==> src/hw/rtl/s256bh_pkg.sv <==
// Package for the SHA-256 block hasher: word and array types, sequencer states,
// round constants, initial hash values and the SHA-256 bit-mixing functions.
// Depends on nothing; the interfaces and the top level refer to it by scoped names.
package s256bh_pkg;

  typedef logic [31:0] word_t;
  typedef word_t       hash_t [8];
  typedef logic [3:0]  widx_t;
  typedef logic [5:0]  round_t;
  typedef logic [2:0]  hidx_t;

  localparam int unsigned ChunkWords = 16;
  localparam int unsigned HashWords  = 8;
  localparam widx_t       LastWord   = widx_t'(ChunkWords - 1);
  localparam round_t      LastRound  = 6'd63;
  localparam hidx_t       LastHash   = hidx_t'(HashWords - 1);

  typedef enum logic [2:0] {
    ST_COLLECT,
    ST_FETCH,
    ST_ROUND,
    ST_ADD,
    ST_OUT
  } state_t;

  localparam hash_t IV = '{
    32'h6a09e667, 32'hbb67ae85, 32'h3c6ef372, 32'ha54ff53a,
    32'h510e527f, 32'h9b05688c, 32'h1f83d9ab, 32'h5be0cd19
  };

  localparam word_t K [64] = '{
    32'h428a2f98, 32'h71374491, 32'hb5c0fbcf, 32'he9b5dba5,
    32'h3956c25b, 32'h59f111f1, 32'h923f82a4, 32'hab1c5ed5,
    32'hd807aa98, 32'h12835b01, 32'h243185be, 32'h550c7dc3,
    32'h72be5d74, 32'h80deb1fe, 32'h9bdc06a7, 32'hc19bf174,
    32'he49b69c1, 32'hefbe4786, 32'h0fc19dc6, 32'h240ca1cc,
    32'h2de92c6f, 32'h4a7484aa, 32'h5cb0a9dc, 32'h76f988da,
    32'h983e5152, 32'ha831c66d, 32'hb00327c8, 32'hbf597fc7,
    32'hc6e00bf3, 32'hd5a79147, 32'h06ca6351, 32'h14292967,
    32'h27b70a85, 32'h2e1b2138, 32'h4d2c6dfc, 32'h53380d13,
    32'h650a7354, 32'h766a0abb, 32'h81c2c92e, 32'h92722c85,
    32'ha2bfe8a1, 32'ha81a664b, 32'hc24b8b70, 32'hc76c51a3,
    32'hd192e819, 32'hd6990624, 32'hf40e3585, 32'h106aa070,
    32'h19a4c116, 32'h1e376c08, 32'h2748774c, 32'h34b0bcb5,
    32'h391c0cb3, 32'h4ed8aa4a, 32'h5b9cca4f, 32'h682e6ff3,
    32'h748f82ee, 32'h78a5636f, 32'h84c87814, 32'h8cc70208,
    32'h90befffa, 32'ha4506ceb, 32'hbef9a3f7, 32'hc67178f2
  };

  function automatic word_t ror(input word_t x, input int unsigned n);
    return (x >> n) | (x << (32 - n));
  endfunction

  // Message schedule mixers
  function automatic word_t ssig0(input word_t x);
    return ror(x, 7) ^ ror(x, 18) ^ (x >> 3);
  endfunction

  function automatic word_t ssig1(input word_t x);
    return ror(x, 17) ^ ror(x, 19) ^ (x >> 10);
  endfunction

  // Round mixers
  function automatic word_t bsig0(input word_t x);
    return ror(x, 2) ^ ror(x, 13) ^ ror(x, 22);
  endfunction

  function automatic word_t bsig1(input word_t x);
    return ror(x, 6) ^ ror(x, 11) ^ ror(x, 25);
  endfunction

  function automatic word_t choose(input word_t x, input word_t y, input word_t z);
    return (x & y) ^ (~x & z);
  endfunction

  function automatic word_t majority(input word_t x, input word_t y, input word_t z);
    return (x & y) ^ (x & z) ^ (y & z);
  endfunction

endpackage

==> src/hw/rtl/s256bh_msg_if.sv <==
// Message word channel of the SHA-256 block hasher: valid/ready plus payload.
// Depends on s256bh_pkg for the word type.
interface s256bh_msg_if;
  logic                valid;
  logic                ready;
  s256bh_pkg::word_t   msg_word;
  logic                final_chunk;

  modport source (output valid, output msg_word, output final_chunk, input ready);
  modport sink   (input valid, input msg_word, input final_chunk, output ready);
endinterface

==> src/hw/rtl/s256bh_digest_if.sv <==
// Digest word channel of the SHA-256 block hasher: valid/ready plus payload.
// Depends on s256bh_pkg for the word type.
interface s256bh_digest_if;
  logic                valid;
  logic                ready;
  s256bh_pkg::word_t   digest_word;
  logic                digest_last;

  modport source (output valid, output digest_word, output digest_last, input ready);
  modport sink   (input valid, input digest_word, input digest_last, output ready);
endinterface

==> src/hw/rtl/sha256_block_hasher.sv <==
// SHA-256 block hasher top level: word collection, compression sequencer, digest output.
// Depends on s256bh_pkg, s256bh_msg_if and s256bh_digest_if.

// SHA-256 compression over a message that the host has already padded. Feed
// big-endian 32-bit words on the msg channel; every 16 words form one chunk.
// Words are taken one per cycle while the block is collecting a chunk. After
// the 16th word the block stops taking requests and runs the 64 rounds,
// each a fetch state followed by a round state, and then an add state
// folds the result into the chaining value. The round rate is set by the
// message schedule memory, a 16-entry array with one write port and two
// registered read ports: each round needs four schedule words, read as two
// pairs through the two ports. Only the final_chunk bit given with the 16th
// word of a chunk counts. When a final chunk completes, the eight digest
// words go out H0 first, digest_last marking H7, one per accepted request;
// after H7 the chaining value returns to the SHA-256 initial values and the
// block collects the next message. There is no clearing pass after reset;
// the block takes words as soon as reset is released.
module sha256_block_hasher (
  input  logic                    clk,
  input  logic                    rst,
  s256bh_msg_if.sink              msg,
  s256bh_digest_if.source         digest
);

  s256bh_pkg::state_t  state;
  s256bh_pkg::state_t  state_next;

  // Control registers
  s256bh_pkg::widx_t   count;       // words collected in current chunk
  s256bh_pkg::round_t  round;       // current compression round
  logic                final_seen;  // finality of the chunk under compression
  s256bh_pkg::hidx_t   out_idx;     // next digest word to hand out
  s256bh_pkg::hash_t   chain;       // chaining value H0..H7

  // Round datapath registers
  s256bh_pkg::hash_t   wv;          // working variables a..h
  s256bh_pkg::word_t   w16;         // W[t-16] (or W[t] in the first 16 rounds)
  s256bh_pkg::word_t   part;        // W[t-16] + sigma0(W[t-15])
  s256bh_pkg::word_t   hk;          // h + K[t]

  // Schedule memory
  s256bh_pkg::word_t   sched_mem [s256bh_pkg::ChunkWords];
  s256bh_pkg::word_t   q0;
  s256bh_pkg::word_t   q1;
  s256bh_pkg::widx_t   rd_addr0;
  s256bh_pkg::widx_t   rd_addr1;
  logic                wr_en;
  s256bh_pkg::widx_t   wr_addr;
  s256bh_pkg::word_t   wr_data;

  s256bh_pkg::word_t   wt;
  s256bh_pkg::word_t   t1;
  s256bh_pkg::word_t   t2;

  logic                in_accept;
  logic                out_accept;

  assign in_accept  = msg.valid && msg.ready;
  assign out_accept = digest.valid && digest.ready;

  // Round arithmetic. In the first 16 rounds W[t] comes straight from the
  // memory (held in w16); later it is built from the partial sum and the
  // W[t-2], W[t-7] words that arrive this cycle.
  always_comb begin
    if (round[5:4] == 2'b00) begin
      wt = w16;
    end else begin
      wt = part + q1 + s256bh_pkg::ssig1(q0);
    end
    t1 = hk + s256bh_pkg::bsig1(wv[4]) + s256bh_pkg::choose(wv[4], wv[5], wv[6]) + wt;
    t2 = s256bh_pkg::bsig0(wv[0]) + s256bh_pkg::majority(wv[0], wv[1], wv[2]);
  end

  // Sequencer: next state, handshakes and memory port control
  always_comb begin
    state_next = state;
    msg.ready  = 1'b0;
    digest.valid = 1'b0;
    wr_en      = 1'b0;
    wr_addr    = count;
    wr_data    = msg.msg_word;
    rd_addr0   = '0;
    rd_addr1   = 4'd1;
    unique case (state)
      s256bh_pkg::ST_COLLECT: begin
        // Store each word; the first fetch (W[0], W[1]) goes out with the last word.
        msg.ready = 1'b1;
        wr_en     = msg.valid;
        if (msg.valid && count == s256bh_pkg::LastWord) begin
          state_next = s256bh_pkg::ST_FETCH;
        end
      end
      s256bh_pkg::ST_FETCH: begin
        // Ask for W[t-2] and W[t-7] for the round cycle.
        rd_addr0   = round[3:0] + 4'd14;
        rd_addr1   = round[3:0] + 4'd9;
        state_next = s256bh_pkg::ST_ROUND;
      end
      s256bh_pkg::ST_ROUND: begin
        // Write back the expanded word and ask for W[t+1-16], W[t+1-15].
        // None of these addresses meet the write of this cycle or of the
        // round before, so no forwarding is needed.
        wr_en    = (round[5:4] != 2'b00);
        wr_addr  = round[3:0];
        wr_data  = wt;
        rd_addr0 = round[3:0] + 4'd1;
        rd_addr1 = round[3:0] + 4'd2;
        if (round == s256bh_pkg::LastRound) begin
          state_next = s256bh_pkg::ST_ADD;
        end else begin
          state_next = s256bh_pkg::ST_FETCH;
        end
      end
      s256bh_pkg::ST_ADD: begin
        if (final_seen) begin
          state_next = s256bh_pkg::ST_OUT;
        end else begin
          state_next = s256bh_pkg::ST_COLLECT;
        end
      end
      s256bh_pkg::ST_OUT: begin
        digest.valid = 1'b1;
        if (digest.ready && out_idx == s256bh_pkg::LastHash) begin
          state_next = s256bh_pkg::ST_COLLECT;
        end
      end
      default: begin
        state_next = s256bh_pkg::ST_COLLECT;
      end
    endcase
  end

  assign digest.digest_word = chain[out_idx];
  assign digest.digest_last = (out_idx == s256bh_pkg::LastHash);

  always_ff @(posedge clk) begin
    if (rst) begin
      state <= s256bh_pkg::ST_COLLECT;
    end else begin
      state <= state_next;
    end
  end

  // Schedule memory: one write port, two registered read ports
  always_ff @(posedge clk) begin
    if (wr_en) begin
      sched_mem[wr_addr] <= wr_data;
    end
    q0 <= sched_mem[rd_addr0];
    q1 <= sched_mem[rd_addr1];
  end

  // Control state and chaining value
  always_ff @(posedge clk) begin
    if (rst) begin
      count      <= '0;
      round      <= '0;
      final_seen <= 1'b0;
      out_idx    <= '0;
      chain      <= s256bh_pkg::IV;
    end else begin
      if (in_accept) begin
        count <= count + 4'd1;
        if (count == s256bh_pkg::LastWord) begin
          final_seen <= msg.final_chunk;
          round      <= '0;
        end
      end
      if (state == s256bh_pkg::ST_ROUND) begin
        round <= round + 6'd1;
      end
      if (state == s256bh_pkg::ST_ADD) begin
        for (int i = 0; i < s256bh_pkg::HashWords; i++) begin
          chain[i] <= chain[i] + wv[i];
        end
      end
      if (out_accept) begin
        out_idx <= out_idx + 3'd1;
        // Last digest word taken: start the next message from the initial values.
        if (out_idx == s256bh_pkg::LastHash) begin
          chain <= s256bh_pkg::IV;
        end
      end
    end
  end

  // Round datapath
  always_ff @(posedge clk) begin
    if (in_accept && count == s256bh_pkg::LastWord) begin
      // Load a..h from the chaining value as the chunk closes.
      wv <= chain;
    end
    if (state == s256bh_pkg::ST_FETCH) begin
      // q0 = W[t-16] (or W[t]), q1 = W[t-15]
      w16  <= q0;
      part <= q0 + s256bh_pkg::ssig0(q1);
      hk   <= wv[7] + s256bh_pkg::K[round];
    end
    if (state == s256bh_pkg::ST_ROUND) begin
      wv[7] <= wv[6];
      wv[6] <= wv[5];
      wv[5] <= wv[4];
      wv[4] <= wv[3] + t1;
      wv[3] <= wv[2];
      wv[2] <= wv[1];
      wv[1] <= wv[0];
      wv[0] <= t1 + t2;
    end
  end

endmodule
==> src/flat_wrapper.sv <==
// flat-port wrapper written by rule: the top's interface ports become plain ports
module sha256_block_hasher_flat 
  (clk, rst, msg_valid, msg_msg_word, msg_final_chunk, msg_ready, digest_valid, digest_digest_word, digest_digest_last, digest_ready);
  s256bh_msg_if msg_i ();
  s256bh_digest_if digest_i ();
  input  logic clk;
  input  logic rst;
  input wire logic [$bits(msg_i.valid)-1:0] msg_valid;
  input wire logic [$bits(msg_i.msg_word)-1:0] msg_msg_word;
  input wire logic [$bits(msg_i.final_chunk)-1:0] msg_final_chunk;
  output wire logic [$bits(msg_i.ready)-1:0] msg_ready;
  output wire logic [$bits(digest_i.valid)-1:0] digest_valid;
  output wire logic [$bits(digest_i.digest_word)-1:0] digest_digest_word;
  output wire logic [$bits(digest_i.digest_last)-1:0] digest_digest_last;
  input wire logic [$bits(digest_i.ready)-1:0] digest_ready;
  assign msg_i.valid = msg_valid;
  assign msg_i.msg_word = msg_msg_word;
  assign msg_i.final_chunk = msg_final_chunk;
  assign msg_ready = msg_i.ready;
  assign digest_valid = digest_i.valid;
  assign digest_digest_word = digest_i.digest_word;
  assign digest_digest_last = digest_i.digest_last;
  assign digest_i.ready = digest_ready;
  sha256_block_hasher u_core (.clk(clk), .rst(rst), .msg(msg_i), .digest(digest_i));
endmodule
==> config.mk <==
export PLATFORM = sky130hd
export DESIGN_NAME = sha256_block_hasher_flat
export DESIGN_NICKNAME = d
export VERILOG_FILES = /design/src/hw/rtl/s256bh_pkg.sv /design/src/hw/rtl/s256bh_msg_if.sv /design/src/hw/rtl/s256bh_digest_if.sv /design/src/hw/rtl/sha256_block_hasher.sv /design/src/flat_wrapper.sv
export SDC_FILE = /design/constraint.sdc
export NUM_CORES = 2
export LEC_CHECK = 0
export BUFFER_PORTS_ARGS = -buffer_cell sky130_fd_sc_hd__buf_4
export CAP_MARGIN = 5
export CORE_MARGIN = 2
export CORE_UTILIZATION = 45
export CTS_CLUSTER_DIAMETER = 200
export DETAILED_ROUTE_END_ITERATION = 10
export SLEW_MARGIN = 5
export SYNTH_ARGS = -nofsm -noshare
export SYNTH_HDL_FRONTEND = slang
export SYNTH_SLANG_ARGS = --single-unit
==> constraint.sdc <==
create_clock -name clk -period 10.55 [get_ports clk]
set_input_delay 0.5275 -clock clk [delete_from_list [all_inputs] [get_ports clk]]
set_output_delay 0.5275 -clock clk [all_outputs]
set_load 0.01 [all_outputs]
==> out/metrics.cfg <==
[layout]
instances_no_fill = 10100
syn_to_final_growth_pct = 9.96
nets = 8235
finalInstanceArea_mm2 = 0.0874
fin_util_pct = 49.7
drive_above_1_share_pct = 11.4

[global_route]
track_usage_pct = 28.8
grt_antenna_before_repair = 16
grt_overflow = 0
grt_max_degree = 146
grt_pass1_wl_um = 387000
grt_pass1_vias = 58700

[timing]
clock_skew_ns = 0.0381
setup_tns_ns = 0
rsz0062_at_grt = false
fin_hold_ws_ns = 0.0816
tightest_slew_ns = 1.34
min_period_ns = 9.97
min_period_over_period_pct = 94.5
hold_violations = 0
setup_viol = 0
max_slew_margin_pct = 9.80
slew_violations = 0
max_freq_mhz = 100

[worst_setup_path]
cp-end-kind = register
crit_slowest_cell = fa_1
rrSetupSlack_ns = 0.58
startpoint_type = register
cp_slowest_stage_delay_ns = 0.62
critPathMaxFanout = 5
rr_worst_depth = 41
required_ns = 11.07
reg2reg_to = u_core.wv[255]
cp_data_arrival_time_ns = 10.49
startpoint = u_core.q0[20]
crit_type = reg2reg
timing.rr.start = u_core.q0[20]

[logic_synthesis]
post-synth-top-count-cell = nand2_1
ys_types = 94
yosysWarnings = 0
synth.ff_latch_count = 1201
synth_flop_cell = edfxtp_1
syn_inst = 7701
synth-edff-count = 864
synth_async_sr_flop_share_pct = 0
ys_seq_area_share_pct = 41.1
synth_top_area_share_pct = 32.7
ys_top_cells_by_area = edfxtp_1 (33%), mux4_2 (9.2%), dfxtp_1 (8.5%), ha_1 (7.2%), nand2_1 (6.2%)
syn-cell-area_mm2 = 0.0795
synth_common_cells = nand2_1 (1323), edfxtp_1 (864), a21oi_1 (576)
synth_nets = 8330
synth.avg_cell_area_um2 = 10.3
yosysTopAreaCell = edfxtp_1

[place]
placed_area_mm2 = 0.0825
dpl.hpwl_um = 189000
dp_cells = 9800
numPortBuffers = 71
place_congestion = 0.962

[power]
power-per-cell-area_mw_per_mm2 = 128
p_leak_uw = 0.0335
ir_drop_uv = 142
internal_power_uw = 8440
p_sw_uw = 2740
p_clk_share_pct = 46.1
p_comb_share_pct = 7.9
swShare_pct = 24.5
power_frac_seq_pct = 46.0

[floorplan]
core.rowCount = 154
start_util_pct = 45.2
die_x_um = 424
num_io_pins = 72
die_area_mm2 = 0.180
die_y_um = 424
core_mm2 = 0.176

[cts]
cts_sinks = 1201
insertion_delay_ns = 0.83
cts_buffers = 143
h-tree-depth = 4
post_cts_buffers = 0
clk_pin_slew_ns = 0.06
cts_tree = built
clk_path_buf_depth = 3
cts_root_buf = clkbuf_16

[drt]
routed_wl_um = 263000
drcViolationCount = 0
avgViaCountPerCell = 6.07
highest_layer = met5
drt_iter0_markers = 6120
wl_met1_um = 110000
dr_total_vias = 61200
postRouteAntennaNets = 0
wl_per_cell_um = 26.1
met3WireLength_um = 18100
met2WireLength_um = 123000
dr.pass1.iters = 7

[min_path]
hold_depth = 2
hold_path.class = in2reg
hp-start = rst
hold-path-endpoint = u_core.state[2]

[job]
maxCapViolCount = 0

[outcome]
status = finished, final reports clean

## metrics by stage
stage / setup WS [ns] / total power (uW)
finish: 0.576 / 11200
global route: 0.0119 / 11500
CTS: 0.466 / 11300
detailed placement: 0.509 / 6110
global placement: 0.547 / 6110
floorplan: 1.81 / 5830
## worst max-delay path by stage
stage | slack [ns] | end | depth (start not counted)
final | 0.58 | u_core.wv[255] | 41
after global routing | 0.01 | u_core.wv[255] | 41
after floorplan | 1.81 | u_core.wv[255] | 38
after global placement | 0.55 | u_core.wv[255] | 41
after detailed placement | 0.51 | u_core.wv[255] | 41
after CTS | 0.47 | u_core.wv[255] | 39
## critical path: cells and delay by family (launching register included)
family,cells,cell delay (ns)
AO/OA/AOI/OAI,18,3.70
adder cells (fa/ha/maj),8,3.47
AND/OR/NAND/NOR,7,1.08
XOR/XNOR,5,0.82
flip-flops,1,0.46
buffers and inverters,3,0.13
## what timing repair did
item | CTS | global route
resized for setup | 0 | 5
hold endpoints to repair | 1 | 0
hold buffers | 1 | 0
endpoints found under the setup margin | 0 | 1
## registers in the layout, summed over array words and instances, names as in the netlist, 4 cells and up
signal	count
u_core.count	4
u_core.q1	32
u_core.wv	256
u_core.hk	32
u_core.round	6
u_core.w16	32
u_core.q0	32
u_core.sched_mem	512
u_core.part	32
u_core.chain	256
## metal layers
metal / vias to the layer above / track usage (%)
li1: 27900 / -
met1: 30500 / 39.0
met2: 2361 / 46.4
met3: 432 / 4.02
met4: 4 / 11.9
met5: - / 0
## power groups by stage
stage	Clock (uW)	Sequential, uW	Combinational, uW
final	5150	5150	882
after global routing	5420	5150	962
after CTS	5240	5140	872
after detailed placement	0	5240	866
after global placement	0	5240	864
after floorplan	0	5220	608
## area by class of cell
cell class	count	area (um2)
diodes	3	7.51
flip-flops and latches	1201	32700
inverters	392	1480
clock buffers	194	3960
multi-input cells	5687	44000
repair buffers	181	1410
fillers	15800	88400
clock inverters	73	898
well taps	2340	2930
## cells by family after synthesis
kind of cell | count (synthesis) | synth area share [%]
buf+inv | 813 | 3.86
xor+xnor | 614 | 6.80
mux | 427 | 10.6
simple gates | 2150 | 11.8
fa+ha+maj | 609 | 10.8
flops | 1201 | 41.1
compound gates | 1887 | 15.0
## cells in the final DEF, fill, tap and decap left out, types with 23 or more instances in the layout
master,instances
and3_1,38
fa_1,137
a31oi_1,122
and2_1,82
nand2_1,1322
dfxtp_1,330
a211oi_1,119
nor3_1,72
clkbuf_16,147
o21ai_1,54
o21a_1,48
mux2_2,79
o21bai_1,43
a21o_1,252
nor2b_1,50
clkbuf_1,37
o211ai_1,95
buf_4,176
xnor2_1,439
a21oi_1,569
xor2_1,172
o31ai_1,23
ha_1,455
nor2_1,254
or3_1,29
mux4_2,326
edfxtp_1,864
nand3_1,102
nand2b_1,64
nand4_1,29
o21ai_0,344
inv_1,387
Power figures use the tool's default switching activity.
